File: src/design/cpmc_pkg.sv
// Shared types for the cluster pair merge check block.
// Request and response payload structs; no dependencies.
`timescale 1ns / 1ps

package cpmc_pkg;

   // Width of every id field on the channels
   localparam int IdW = 16;

   typedef logic [IdW-1:0] id_type;

   typedef struct packed {
      id_type first_ring_a;
      id_type first_ring_b;
      id_type first_ring_c;
      id_type first_ring_d;
      id_type first_spindle_a;
      id_type first_spindle_b;
      id_type second_ring_a;
      id_type second_ring_b;
      id_type second_ring_c;
      id_type second_ring_d;
      id_type second_spindle_a;
      id_type second_spindle_b;
   } req_type;

   typedef struct packed {
      logic   is_match;
      id_type shared_ring_lo;
      id_type shared_ring_hi;
      id_type other_ring_0;
      id_type other_ring_1;
      id_type other_ring_2;
      id_type other_ring_3;
      id_type other_spindle_lo;
      id_type other_spindle_hi;
      id_type shared_spindle;
   } rsp_type;

endpackage

File: src/design/cpmc_req_if.sv
// Request channel interface: valid, ready and a cluster pair payload.
// Depends on cpmc_pkg.
`timescale 1ns / 1ps

interface cpmc_req_if;
   import cpmc_pkg::*;

   logic    valid;
   logic    ready;
   req_type data;

   modport source (output valid, output data, input ready);
   modport sink (input valid, input data, output ready);
endinterface

File: src/design/cpmc_rsp_if.sv
// Response channel interface: valid, ready and a merge result payload.
// Depends on cpmc_pkg.
`timescale 1ns / 1ps

interface cpmc_rsp_if;
   import cpmc_pkg::*;

   logic    valid;
   logic    ready;
   rsp_type data;

   modport source (output valid, output data, input ready);
   modport sink (input valid, input data, output ready);
endinterface

File: src/design/cpmc_sort4.sv
// Two-stage pipelined sorting network for four ids, with side payload.
// Stand-alone; valid/ready handshake on both sides.
`timescale 1ns / 1ps

module cpmc_sort4 #(
   parameter int W     = 16,
   parameter int SideW = 1
) (
   input  logic             clock,
   input  logic             reset,
   input  logic             in_valid,
   output logic             in_ready,
   input  logic [W-1:0]     in_val [4],
   input  logic [SideW-1:0] in_side,
   output logic             out_valid,
   input  logic             out_ready,
   output logic [W-1:0]     out_val [4],
   output logic [SideW-1:0] out_side
);

   logic             sa_valid_ff;
   logic             sa_valid_in;
   logic [W-1:0]     sa_val_ff [4];
   logic [W-1:0]     sa_val_in [4];
   logic [SideW-1:0] sa_side_ff;
   logic             sb_valid_ff;
   logic             sb_valid_in;
   logic [W-1:0]     sb_val_ff [4];
   logic [W-1:0]     sb_val_in [4];
   logic [SideW-1:0] sb_side_ff;
   logic             sa_ready;
   logic             sb_ready;
   logic [W-1:0]     mid [4];

   // Stage ready: empty, or the next stage takes the current content
   assign sb_ready = !sb_valid_ff || out_ready;
   assign sa_ready = !sa_valid_ff || sb_ready;
   assign in_ready = sa_ready;

   // First level: order pairs (0,1) and (2,3)
   always_comb begin
      sa_valid_in  = in_valid;
      sa_val_in[0] = (in_val[0] > in_val[1]) ? in_val[1] : in_val[0];
      sa_val_in[1] = (in_val[0] > in_val[1]) ? in_val[0] : in_val[1];
      sa_val_in[2] = (in_val[2] > in_val[3]) ? in_val[3] : in_val[2];
      sa_val_in[3] = (in_val[2] > in_val[3]) ? in_val[2] : in_val[3];
   end

   // Second and third levels: (0,2), (1,3), then (1,2)
   always_comb begin
      sb_valid_in  = sa_valid_ff;
      mid[0]       = (sa_val_ff[0] > sa_val_ff[2]) ? sa_val_ff[2] : sa_val_ff[0];
      mid[2]       = (sa_val_ff[0] > sa_val_ff[2]) ? sa_val_ff[0] : sa_val_ff[2];
      mid[1]       = (sa_val_ff[1] > sa_val_ff[3]) ? sa_val_ff[3] : sa_val_ff[1];
      mid[3]       = (sa_val_ff[1] > sa_val_ff[3]) ? sa_val_ff[1] : sa_val_ff[3];
      sb_val_in[0] = mid[0];
      sb_val_in[1] = (mid[1] > mid[2]) ? mid[2] : mid[1];
      sb_val_in[2] = (mid[1] > mid[2]) ? mid[1] : mid[2];
      sb_val_in[3] = mid[3];
   end

   // Advance stage A
   always_ff @(posedge clock) begin
      if (reset) begin
         sa_valid_ff <= 1'b0;
      end else if (sa_ready) begin
         sa_valid_ff <= sa_valid_in;
      end
      if (sa_ready && in_valid) begin
         sa_val_ff  <= sa_val_in;
         sa_side_ff <= in_side;
      end
   end

   // Advance stage B (output register)
   always_ff @(posedge clock) begin
      if (reset) begin
         sb_valid_ff <= 1'b0;
      end else if (sb_ready) begin
         sb_valid_ff <= sb_valid_in;
      end
      if (sb_ready && sa_valid_ff) begin
         sb_val_ff  <= sb_val_in;
         sb_side_ff <= sa_side_ff;
      end
   end

   assign out_valid = sb_valid_ff;
   assign out_val   = sb_val_ff;
   assign out_side  = sb_side_ff;

endmodule

File: src/design/cluster_pair_merge_check_top.sv
// Top level of the cluster pair merge check block.
// Depends on cpmc_pkg, cpmc_req_if, cpmc_rsp_if and cpmc_sort4.
`timescale 1ns / 1ps

// Usage:
//   req_if carries one pair of six-particle clusters per request (four ring
//   ids and two spindle ids each). rsp_if returns one result per request:
//   is_match and nine ids (shared rings, unshared rings, unshared spindles,
//   shared spindle), all zero when the pair does not merge.
//   Both channels move a request on a clock edge with valid and ready high.
//   Pipeline: five register stages, compare, select, pick, and two sorting
//   network stages, lie between req_if and rsp_if.
//   Throughput: one request per cycle while rsp_if.ready is high; every
//   stage holds its own valid bit and takes new data when empty or when
//   its content moves on, so bubbles collapse while the receiver stalls.
//   When rsp_if.ready is low the output register holds its result; the
//   stages behind it keep filling until all five are occupied, then
//   req_if.ready drops. Nothing is lost or repeated.
//   Reset (synchronous, active high) empties all stages; there is no
//   other state. ID_WIDTH sets how many low id bits are compared; higher
//   bits are ignored and results are zero-extended.

module cluster_pair_merge_check_top #(
   parameter int ID_WIDTH = 16
) (
   input  logic        clock,
   input  logic        reset,
   cpmc_req_if.sink    req_if,
   cpmc_rsp_if.source  rsp_if
);
   import cpmc_pkg::*;

   localparam int CmpW  = (ID_WIDTH < IdW) ? ID_WIDTH : IdW;
   localparam int SideW = 1 + 5 * CmpW;

   typedef logic [CmpW-1:0] cid_type;

   // ---------------- stage 1: equality matrices ----------------
   logic    s1_valid_ff, s1_valid_in, s1_ready;
   cid_type s1_a_ff [6];
   cid_type s1_b_ff [6];
   cid_type s1_a_in [6];
   cid_type s1_b_in [6];
   logic [3:0]  s1_speq_ff, s1_speq_in;
   logic [15:0] s1_rgeq_ff, s1_rgeq_in;

   // ---------------- stage 2: spindle and shared ring select ----------------
   logic    s2_valid_ff, s2_valid_in, s2_ready;
   cid_type s2_a_ff [4];
   cid_type s2_b_ff [4];
   cid_type s2_sh0_ff, s2_sh0_in;
   cid_type s2_sh1_ff, s2_sh1_in;
   cid_type s2_osp0_ff, s2_osp0_in;
   cid_type s2_osp1_ff, s2_osp1_in;
   cid_type s2_scom_ff, s2_scom_in;
   logic    s2_ok_ff, s2_ok_in;

   // ---------------- stage 3: unshared pick and pair ordering ----------------
   logic    s3_valid_ff, s3_valid_in, s3_ready;
   cid_type s3_oth_ff [4];
   cid_type s3_oth_in [4];
   logic [SideW-1:0] s3_side_ff, s3_side_in;

   logic             srt_ready;
   logic             srt_valid;
   cid_type          srt_val [4];
   logic [SideW-1:0] srt_side;

   // Stage ready chain
   assign s3_ready     = !s3_valid_ff || srt_ready;
   assign s2_ready     = !s2_valid_ff || s3_ready;
   assign s1_ready     = !s1_valid_ff || s2_ready;
   assign req_if.ready = s1_ready;

   // Truncate ids and compare every spindle and ring pair
   always_comb begin
      s1_valid_in = req_if.valid;
      s1_a_in[0]  = req_if.data.first_ring_a[CmpW-1:0];
      s1_a_in[1]  = req_if.data.first_ring_b[CmpW-1:0];
      s1_a_in[2]  = req_if.data.first_ring_c[CmpW-1:0];
      s1_a_in[3]  = req_if.data.first_ring_d[CmpW-1:0];
      s1_a_in[4]  = req_if.data.first_spindle_a[CmpW-1:0];
      s1_a_in[5]  = req_if.data.first_spindle_b[CmpW-1:0];
      s1_b_in[0]  = req_if.data.second_ring_a[CmpW-1:0];
      s1_b_in[1]  = req_if.data.second_ring_b[CmpW-1:0];
      s1_b_in[2]  = req_if.data.second_ring_c[CmpW-1:0];
      s1_b_in[3]  = req_if.data.second_ring_d[CmpW-1:0];
      s1_b_in[4]  = req_if.data.second_spindle_a[CmpW-1:0];
      s1_b_in[5]  = req_if.data.second_spindle_b[CmpW-1:0];
      for (int k = 0; k < 2; k++) begin
         for (int l = 0; l < 2; l++) begin
            s1_speq_in[k*2+l] = (s1_a_in[4+k] == s1_b_in[4+l]);
         end
      end
      for (int k = 0; k < 4; k++) begin
         for (int l = 0; l < 4; l++) begin
            s1_rgeq_in[k*4+l] = (s1_a_in[k] == s1_b_in[l]);
         end
      end
   end

   always_ff @(posedge clock) begin
      if (reset) begin
         s1_valid_ff <= 1'b0;
      end else if (s1_ready) begin
         s1_valid_ff <= s1_valid_in;
      end
      if (s1_ready && req_if.valid) begin
         s1_a_ff    <= s1_a_in;
         s1_b_ff    <= s1_b_in;
         s1_speq_ff <= s1_speq_in;
         s1_rgeq_ff <= s1_rgeq_in;
      end
   end

   // Find the shared spindle, check exclusion, pick the shared rings
   logic [2:0] rowcnt [4];
   logic [4:0] rgcnt;
   logic       excl_ok;

   always_comb begin
      s2_valid_in = s1_valid_ff;
      s2_scom_in  = (s1_speq_ff[0] || s1_speq_ff[1]) ? s1_a_ff[4] : s1_a_ff[5];
      s2_osp0_in  = (s1_a_ff[4] == s2_scom_in) ? s1_a_ff[5] : s1_a_ff[4];
      s2_osp1_in  = (s1_b_ff[4] == s2_scom_in) ? s1_b_ff[5] : s1_b_ff[4];
      excl_ok     = 1'b1;
      for (int k = 0; k < 6; k++) begin
         if (s2_osp0_in == s1_b_ff[k] || s2_osp1_in == s1_a_ff[k]) begin
            excl_ok = 1'b0;
         end
      end
      // Row-major scan: first and second equal ring pairs, by first-cluster id
      rgcnt      = '0;
      s2_sh0_in  = '0;
      s2_sh1_in  = '0;
      for (int k = 0; k < 4; k++) begin
         rowcnt[k] = 3'($countones(s1_rgeq_ff[k*4 +: 4]));
         if (rowcnt[k] != 3'd0) begin
            if (rgcnt == 5'd0) begin
               s2_sh0_in = s1_a_ff[k];
               if (rowcnt[k] >= 3'd2) begin
                  s2_sh1_in = s1_a_ff[k];
               end
            end else if (rgcnt == 5'd1) begin
               s2_sh1_in = s1_a_ff[k];
            end
         end
         rgcnt = rgcnt + 5'(rowcnt[k]);
      end
      s2_ok_in = ($countones(s1_speq_ff) == 1) && excl_ok && (rgcnt == 5'd2);
   end

   always_ff @(posedge clock) begin
      if (reset) begin
         s2_valid_ff <= 1'b0;
      end else if (s2_ready) begin
         s2_valid_ff <= s2_valid_in;
      end
      if (s2_ready && s1_valid_ff) begin
         s2_a_ff    <= s1_a_ff[0:3];
         s2_b_ff    <= s1_b_ff[0:3];
         s2_sh0_ff  <= s2_sh0_in;
         s2_sh1_ff  <= s2_sh1_in;
         s2_osp0_ff <= s2_osp0_in;
         s2_osp1_ff <= s2_osp1_in;
         s2_scom_ff <= s2_scom_in;
         s2_ok_ff   <= s2_ok_in;
      end
   end

   // Pick the two unshared rings of each cluster, order the pairs, zero on no match
   logic [2:0] na, nb;
   cid_type    pa [2];
   cid_type    pb [2];
   logic       ok3;
   cid_type    sh_lo, sh_hi, sp_lo, sp_hi, scom3;

   always_comb begin
      s3_valid_in = s2_valid_ff;
      na = '0;
      nb = '0;
      pa[0] = '0;
      pa[1] = '0;
      pb[0] = '0;
      pb[1] = '0;
      for (int k = 0; k < 4; k++) begin
         if (s2_a_ff[k] != s2_sh0_ff && s2_a_ff[k] != s2_sh1_ff) begin
            if (na == 3'd0) begin
               pa[0] = s2_a_ff[k];
            end else if (na == 3'd1) begin
               pa[1] = s2_a_ff[k];
            end
            na = na + 3'd1;
         end
         if (s2_b_ff[k] != s2_sh0_ff && s2_b_ff[k] != s2_sh1_ff) begin
            if (nb == 3'd0) begin
               pb[0] = s2_b_ff[k];
            end else if (nb == 3'd1) begin
               pb[1] = s2_b_ff[k];
            end
            nb = nb + 3'd1;
         end
      end
      ok3   = s2_ok_ff && (na == 3'd2) && (nb == 3'd2);
      sh_lo = (s2_sh0_ff > s2_sh1_ff) ? s2_sh1_ff : s2_sh0_ff;
      sh_hi = (s2_sh0_ff > s2_sh1_ff) ? s2_sh0_ff : s2_sh1_ff;
      sp_lo = (s2_osp0_ff > s2_osp1_ff) ? s2_osp1_ff : s2_osp0_ff;
      sp_hi = (s2_osp0_ff > s2_osp1_ff) ? s2_osp0_ff : s2_osp1_ff;
      scom3 = s2_scom_ff;
      if (!ok3) begin
         sh_lo = '0;
         sh_hi = '0;
         sp_lo = '0;
         sp_hi = '0;
         scom3 = '0;
         pa[0] = '0;
         pa[1] = '0;
         pb[0] = '0;
         pb[1] = '0;
      end
      s3_oth_in[0] = pa[0];
      s3_oth_in[1] = pa[1];
      s3_oth_in[2] = pb[0];
      s3_oth_in[3] = pb[1];
      s3_side_in   = {ok3, sh_lo, sh_hi, sp_lo, sp_hi, scom3};
   end

   always_ff @(posedge clock) begin
      if (reset) begin
         s3_valid_ff <= 1'b0;
      end else if (s3_ready) begin
         s3_valid_ff <= s3_valid_in;
      end
      if (s3_ready && s2_valid_ff) begin
         s3_oth_ff  <= s3_oth_in;
         s3_side_ff <= s3_side_in;
      end
   end

   // Sort the four unshared rings; the output register sits inside
   cpmc_sort4 #(
      .W     (CmpW),
      .SideW (SideW)
   ) u_sort (
      .clock     (clock),
      .reset     (reset),
      .in_valid  (s3_valid_ff),
      .in_ready  (srt_ready),
      .in_val    (s3_oth_ff),
      .in_side   (s3_side_ff),
      .out_valid (srt_valid),
      .out_ready (rsp_if.ready),
      .out_val   (srt_val),
      .out_side  (srt_side)
   );

   // Drive the response, zero-extending ids to the channel width
   assign rsp_if.valid                 = srt_valid;
   assign rsp_if.data.is_match         = srt_side[SideW-1];
   assign rsp_if.data.shared_ring_lo   = IdW'(srt_side[4*CmpW +: CmpW]);
   assign rsp_if.data.shared_ring_hi   = IdW'(srt_side[3*CmpW +: CmpW]);
   assign rsp_if.data.other_ring_0     = IdW'(srt_val[0]);
   assign rsp_if.data.other_ring_1     = IdW'(srt_val[1]);
   assign rsp_if.data.other_ring_2     = IdW'(srt_val[2]);
   assign rsp_if.data.other_ring_3     = IdW'(srt_val[3]);
   assign rsp_if.data.other_spindle_lo = IdW'(srt_side[2*CmpW +: CmpW]);
   assign rsp_if.data.other_spindle_hi = IdW'(srt_side[CmpW +: CmpW]);
   assign rsp_if.data.shared_spindle   = IdW'(srt_side[0 +: CmpW]);

endmodule
File: src/flat_wrapper.sv
// flat-port wrapper written by rule: the top's interface ports become plain ports
module cluster_pair_merge_check_top_flat import cpmc_pkg::*;
#(
   parameter int ID_WIDTH = 16
)
  (clock, reset, req_if_valid, req_if_data, req_if_ready, rsp_if_valid, rsp_if_data, rsp_if_ready);
  cpmc_req_if req_if_i ();
  cpmc_rsp_if rsp_if_i ();
  input  logic clock;
  input  logic reset;
  input wire logic [$bits(req_if_i.valid)-1:0] req_if_valid;
  input wire logic [$bits(req_if_i.data)-1:0] req_if_data;
  output wire logic [$bits(req_if_i.ready)-1:0] req_if_ready;
  output wire logic [$bits(rsp_if_i.valid)-1:0] rsp_if_valid;
  output wire logic [$bits(rsp_if_i.data)-1:0] rsp_if_data;
  input wire logic [$bits(rsp_if_i.ready)-1:0] rsp_if_ready;
  assign req_if_i.valid = req_if_valid;
  assign req_if_i.data = req_if_data;
  assign req_if_ready = req_if_i.ready;
  assign rsp_if_valid = rsp_if_i.valid;
  assign rsp_if_data = rsp_if_i.data;
  assign rsp_if_i.ready = rsp_if_ready;
  cluster_pair_merge_check_top #(.ID_WIDTH(ID_WIDTH)) u_core (.clock(clock), .reset(reset), .req_if(req_if_i), .rsp_if(rsp_if_i));
endmodule
File: config.mk
export PLATFORM = sky130hd
export DESIGN_NAME = cluster_pair_merge_check_top_flat
export DESIGN_NICKNAME = d
export VERILOG_FILES = /design/src/design/cpmc_pkg.sv /design/src/design/cpmc_req_if.sv /design/src/design/cpmc_rsp_if.sv /design/src/design/cpmc_sort4.sv /design/src/design/cluster_pair_merge_check_top.sv /design/src/flat_wrapper.sv
export SDC_FILE = /design/constraint.sdc
export NUM_CORES = 2
export LEC_CHECK = 0
export BUFFER_PORTS_ARGS = -buffer_cell sky130_fd_sc_hd__buf_2
export CORE_AREA = 2 2 313 315
export CTS_CLUSTER_SIZE = 30
export DETAILED_ROUTE_END_ITERATION = 8
export DIE_AREA = 0 0 315 317
export GPL_TIMING_DRIVEN = 1
export PLACE_DENSITY = 0.78
export SYNTH_ARGS = -nofsm -noshare
export SYNTH_HDL_FRONTEND = slang
export SYNTH_SLANG_ARGS = --single-unit
File: constraint.sdc
create_clock -name clock -period 40.3 [get_ports clock]
set_clock_uncertainty 0.1 [all_clocks]
set_input_delay 2.015 -clock clock [delete_from_list [all_inputs] [get_ports clock]]
set_output_delay 2.015 -clock clock [all_outputs]
set_load 0.02 [all_outputs]
== After elaboration in Yosys (flattened, before gate mapping) ==
Index checks and enable logic that the tools add are counted.

* Register bits: 861
* Bits of input ports: 196
* Output and inout bits: 147

* Add/subtract/negate cells: 24
* Magnitude comparators: 11
* Equality and inequality tests: 63
* Muxes and demuxes: 78
* Reductions and logical operators: 47

{| class="wikitable"
|+ Operators with widths
! cell !! number
|-
| 2-to-1 mux 16 bit || 58
|-
| equality test 16 bit || 34
|-
| inequality test 16 bit || 16
|-
| 2-to-1 mux 32 bit || 6
|-
| > comparator 16 bit || 7
|-
| adder 32 bit || 1
|-
| equality test 32 x 2 -> 1 bit, second input constant || 1
|-
| adder 1 x 1 -> 2 bit || 10
|-
| logical NOT 3 bit || 6
|-
| 2-to-1 mux 3 bit || 6
|-
| logical AND 1 bit || 17
|-
| equality test 3 x 1 -> 1 bit, second input constant || 5
|-
| logical NOT 5 bit || 3
|-
| adder 3 x 1 -> 3 bit, second input constant || 4
|-
| adder 3 bit || 4
|-
| greater-or-equal comparator 3 x 2 -> 1 bit, second input constant || 4
|-
| logical OR 1 bit || 12
|-
| nonzero test 3 bit || 4
|-
| adder 5 x 3 -> 5 bit || 2
|-
| equality test 5 x 1 -> 1 bit, second input constant || 2
|-
| 2-to-1 mux 1 bit || 8
|-
| equality test 3 x 2 -> 1 bit, second input constant || 2
|-
| equality test 5 x 2 -> 1 bit, second input constant || 1
|-
| logical NOT 1 bit || 5
|-
| 3 further kinds || 5
|}

== Longest topological paths before layout ==
* Word-level depth: 14
* Gate-level depth with buffers: 26

== Hierarchy ==
From an unflattened synthesis, not the netlist that was laid out.

* Cell total of the unflattened synthesis: 3,977
* Area, all modules: 47,563.1 sq um

{| class="wikitable"
|+ Modules (own cells, without submodules)
! module !! instances !! cells each !! area an instance (sq um) !! seq. area each (sq um)
|-
| cluster_pair_merge_check_top || 1 || 3,141 || 34,640.7 || 17,056.4
|-
| cpmc_sort4 || 1 || 836 || 12,922.4 || 8,748.4
|}

== Worst setup path after synthesis ==
No wires, ideal clock.

* Path type: input port to flip-flop
* Start point: input port rsp_if_ready
* End point: register u_core.s2_a_ff[0] (netlist bit) (enable)
* Library setup time: 1.098 ns
* Arrival time: 17.454 ns
* Data required time: 39.102 ns
* Setup slack: 21.649 ns
* Stages on the path: 4
* Buffers on the path: 1
* Path through: nor2b_1 and3_1 clkbuf_1 a21boi_0

* Cells in the longest elaborated chain, start to end: 5

{| class="wikitable"
|+ RTL lines
! element !! RTL line !! RTL
|-
| start: declaration || flat_wrapper.sv:16 || <nowiki>input wire logic [$bits(rsp_if_i.ready)-1:0] rsp_if_ready;</nowiki>
|-
| logical OR 1 bit || cpmc_sort4.sv:36 || <nowiki>assign sb_ready = !sb_valid_ff || out_ready;</nowiki>
|-
| logical OR 1 bit || cpmc_sort4.sv:37 || <nowiki>assign sa_ready = !sa_valid_ff || sb_ready;</nowiki>
|-
| logical OR 1 bit || cluster_pair_merge_check_top.sv:70 || <nowiki>assign s3_ready = !s3_valid_ff || srt_ready;</nowiki>
|-
| logical OR 1 bit || cluster_pair_merge_check_top.sv:71 || <nowiki>assign s2_ready = !s2_valid_ff || s3_ready;</nowiki>
|-
| logical AND 1 bit || cluster_pair_merge_check_top.sv:159 || <nowiki>if (s2_ready && s1_valid_ff) begin</nowiki>
|-
| end signal: assignment || cluster_pair_merge_check_top.sv:160 || <nowiki>s2_a_ff <= s1_a_ff[0:3];</nowiki>
|-
| end: declaration || cluster_pair_merge_check_top.sv:49 || <nowiki>cid_type s2_a_ff [4];</nowiki>
|}

No other way between the ends.
A chain may end at the register's enable or synchronous reset.

==> run_results.csv <==
group,metric,value,unit
critical_path,critPathMaxStageDelay,900,ps
timing,worst_pin_slew,1188,ps
floorplanning,dieArea,99860,um2
synth,synth_top_flop_cell,"edfxtp_1",
power,power.leakage,19.11,nW
synth,synth_enable_flop_cells,856,
placement,portBuffers,342,
critical_path,timing.critical_path.depth,23,
floorplanning,placeableCoreArea,96280,um2
drt,totalWireLength,164500,um
global_route,antenna_found_initial,5,
critical_path,ff_to_ff_setup_slack,34600,ps
clock_tree,tritoncts,"done",
critical_path,cpLargestDelayFamily,"compound AO/OA/AOI/OAI gates",
floorplanning,placementRows,114,
cells_and_area,fin_cells,5488,
global_route,grt_pass1_wl,234100,um
drt,post_drt_wl_per_cell,29.97,um
critical_path,worst-path-buf-inv,2,
clock_tree,cts_buffers,90,
timing,final.period_utilization,14.14,%
floorplanning,num_io_pins,343,
timing,remaining_max_slew_budget_at_the_tightest_pin,18.53,%
clock_tree,cts.sink_count,861,
synth,post_synth.cell_area_avg,12.07,um2
timing,timing.final.hold_violations,0,
clock_tree,postCtsHoldBufs,0,
global_route,grt_use_total,32.82,%
placement,dpl.hpwl,124400,um
clock_tree,cts_root_buf,"clkbuf_16",
critical_path,timing.rr.end,"u_core.u_sort.out_val[25]$_DFFE_PP_",
synth,syn-instance-count,3978,
clock_tree,cts_max_level,3,
clock_tree,clock_latency,700,ps
cells_and_area,area_delta_synth_final,11.16,%
synth,ys_warn_count,0,
critical_path,capturing_instance_or_port_of_the_critical_path,"u_core.u_sort.out_val[25]$_DFFE_PP_",
critical_path,timing.reg2reg.worst_path_depth,23,
critical_path,worstSetupEndpointType,"flop",
timing,grt_setup_unrepaired,"no",
synth,synth-seq-cells,861,
timing,fin_crit,5697,ps
timing,achievable-frequency,0.1755,GHz
floorplanning,dieHeight,317,um
placement,placed_cells_incl_taps,5326,
clock_tree,post_cts_buffers,0,
clock_tree,ctsResizeCount,0,
power,max-vdd-ir-drop,0.00003082,V
critical_path,crit_path_top_delay_cell,"a31oi_4",
synth,syn_nets,4330,
status,run_status,"finished clean",
min_path,min_path_type,"reg2reg",
drt,post_drt_via_cell_ratio,6.151,
critical_path,worstPathArrival,6020,ps
drt,drc,0,
synth,synth_cell_type_count,74,
critical_path,timing.critical_path.cells,"inv_1 -> ha_1 -> a21o_1 -> a21oi_1 -> nor2b_1 -> o21ai_0 -> nand2b_1 -> a221oi_1 -> a21oi_1 -> nand2b_1 -> mux2_2 -> inv_1 -> ha_1 -> nand3_1 -> o22ai_1 -> o21a_1 -> o21a_1 -> o21a_1 -> o21ai_0 -> nand2b_1 -> a21oi_1 -> a31oi_4 -> mux2_2",
timing,setup_violations,0,
clock_tree,cts.clk_slew.worst_paths,70,ps
global_route,grt_overflow_total,0,
job,max-cap-violations,0,
critical_path,critical_path.startpoint,"u_core.u_sort.sa_val_ff[25]$_DFFE_PP_",
floorplanning,die-width,315,um
critical_path,reg2reg_from,"u_core.u_sort.sa_val_ff[25]$_DFFE_PP_",
timing,final.hold.worst_slack,302.2,ps
synth,ys_async_sr_fraction,0,%
floorplanning,start_util,49.88,%
critical_path,maximum_fanout_along_the_worst_path,32,
clock_tree,clock_path_buffers,3,
placement,place_congestion,1.059,
cells_and_area,num_antenna_cells,0,
cells_and_area,layout.cells.most_common,"edfxtp_1",
cells_and_area,mostFrequentLayoutCells,"edfxtp_1 (856), xnor2_1 (626), buf_2 (342)",
critical_path,cp_data_required_time,40620,ps
synth,synth.cell_area,48030,um2
drt,antenna_left,0,
drt,dr_total_vias,33750,
timing,final_max_slew_viol_count,0,
global_route,grt_start_max_net_pins,191,
cells_and_area,design.final.nets,4494,
global_route,grt_pass1_vias,32740,
cells_and_area,share_of_post_route_cells_with_drive_strength_above_1,17.50,%
drt,drt_pass1_iterations,7,
critical_path,path_class,"reg2reg",
synth,ys_seq_area_share,53.73,%
timing,setup-tns-final,0,ps
critical_path,worst_setup_path_start_kind,"flop",
drt,drt-initial-drc-count,4248,
power,pwr_density_cell,45.52,nW/um2
## registers in the layout (all words and copies together) (netlist names)
register / cells
u_core.s3_side_ff: 81
u_core.s1_a_ff: 96
u_core.s1_valid_ff: 1
u_core.s2_a_ff: 64
u_core.s2_osp1_ff: 16
u_core.s2_sh0_ff: 16
u_core.s2_sh1_ff: 16
u_core.s1_b_ff: 96
u_core.u_sort.out_val: 64
u_core.s3_valid_ff: 1
u_core.u_sort.sa_side_ff: 81
u_core.s2_valid_ff: 1
u_core.u_sort.out_valid: 1
u_core.s2_scom_ff: 16
u_core.s2_ok_ff: 1
u_core.s2_b_ff: 64
u_core.u_sort.sa_val_ff: 64
u_core.u_sort.sa_valid_ff: 1
u_core.s3_oth_ff: 64
u_core.s1_rgeq_ff: 16
u_core.s2_osp0_ff: 16
u_core.u_sort.out_side: 81
u_core.s1_speq_ff: 4
## synth_stat cells, types with 6 or more instances
library cell	number	area, um2
a2111oi_0	8	70.07
a211oi_1	37	277.8
a21o_1	37	277.8
a21oi_1	109	545.5
a221oi_1	18	157.7
a222oi_1	7	70.07
a22oi_1	106	795.8
a31oi_1	12	75.07
and2_1	8	50.05
and3_1	11	68.82
buf_1	50	187.7
buf_2	59	295.3
buf_6	7	78.83
clkbuf_1	208	780.8
edfxtp_1	856	25700
fa_1	8	160.2
ha_1	148	1852
inv_1	226	848.3
mux2_2	173	1948
mux2i_1	111	1111
nand2_1	88	330.3
nand2b_1	20	125.1
nand3_1	34	170.2
nand4_1	177	1107
nor2_1	260	975.9
nor2b_1	19	118.9
nor3_1	21	105.1
nor4_1	83	519.3
nor4_2	6	75.07
o2111ai_1	6	52.55
o211ai_1	14	105.1
o21a_1	14	105.1
o21ai_0	70	350.3
o221ai_1	11	96.34
o22ai_1	22	137.6
or3_1	11	68.82
xnor2_1	626	5483
xor2_1	219	1918
## logic make-up (layout without fill, tap and decap cells)
logic type / Yosys count / count (layout) / share of synthesized area, %
adder cells (fa/ha/maj): 156 / 156 / 4.189
XOR/XNOR: 845 / 845 / 15.41
multiplexers: 293 / 293 / 6.669
AO/OA/AOI/OAI: 516 / 516 / 7.396
flip-flops: 861 / 861 / 53.73
AND/OR/NAND/NOR: 754 / 754 / 8.008
buffers and inverters: 553 / 787 / 4.601
## per-stage QoR
stage,setup WS [ps],power (mW),cell area (um2),util (%)
after floorplan,21650,1.457,48030,-
after global placement,34870,1.617,50530,52.48
after detailed placement,34720,1.622,50530,52.48
after CTS,34620,2.428,53390,55.45
after global routing,34170,2.508,53390,55.45
final,34600,2.431,53390,55.45
## routing by layer
layer / vias to the layer above / track usage [%] / routed length [um] / share of wire, %
met5: - / 0 / 72 / 0.044
met4: 6 / 15.82 / 8683 / 5.3
met2: 2047 / 51.02 / 73680 / 45
met1: 16590 / 44.35 / 66210 / 40
met3: 444 / 6.365 / 15850 / 9.6
li1: 14670 / - / - / -
## worst reg2reg max path, delay by kind of cell, from the launching register on
family	cells	cell delay, ps
adders and majority gates	2	610
and+or+nand+nor	5	740
muxes	2	860
buffers and inverters	2	120
AOI/OAI and AO/OA	12	2620
DFF	1	400
## worst min path at each step
| stage | endpoint | slack (ps) | startpoint | depth (start not counted) |
|---|---|---|---|---|
| final | u_core.u_sort.sa_side_ff[64]$_DFFE_PP_ | 300 | u_core.s3_side_ff[64]$_SDFFCE_PN0P_ | 0 |
| after global routing | u_core.u_sort.sa_side_ff[2]$_DFFE_PP_ | 320 | u_core.s3_side_ff[2]$_SDFFCE_PN0P_ | 0 |
| after CTS | u_core.u_sort.sa_side_ff[64]$_DFFE_PP_ | 310 | u_core.s3_side_ff[64]$_SDFFCE_PN0P_ | 0 |
| after detailed placement | u_core.u_sort.out_side[13]$_DFFE_PP_ | 300 | u_core.u_sort.sa_side_ff[13]$_DFFE_PP_ | 0 |
| after global placement | u_core.u_sort.sa_side_ff[60]$_DFFE_PP_ | 300 | u_core.s3_side_ff[60]$_SDFFCE_PN0P_ | 0 |
| after floorplan | u_core.u_sort.out_side[0]$_DFFE_PP_ | 300 | u_core.u_sort.sa_side_ff[0]$_DFFE_PP_ | 0 |
## where the power goes
group	internal (mW)	switching (mW)
clock	0.455	0.355
sequential	1.04	0.106
combinational	0.199	0.271
## layout make-up
type	instances	area, um2
Tap cell	1276	1597
Clock buffer	113	2381
Sequential cell	861	25800
Multi-Input combinational cell	2564	20120
Fill cell	7987	42890
Clock inverter	49	481.7
Timing Repair Buffer	398	2157
Inverter	227	852.1
(Power assumes the default switching activity.)
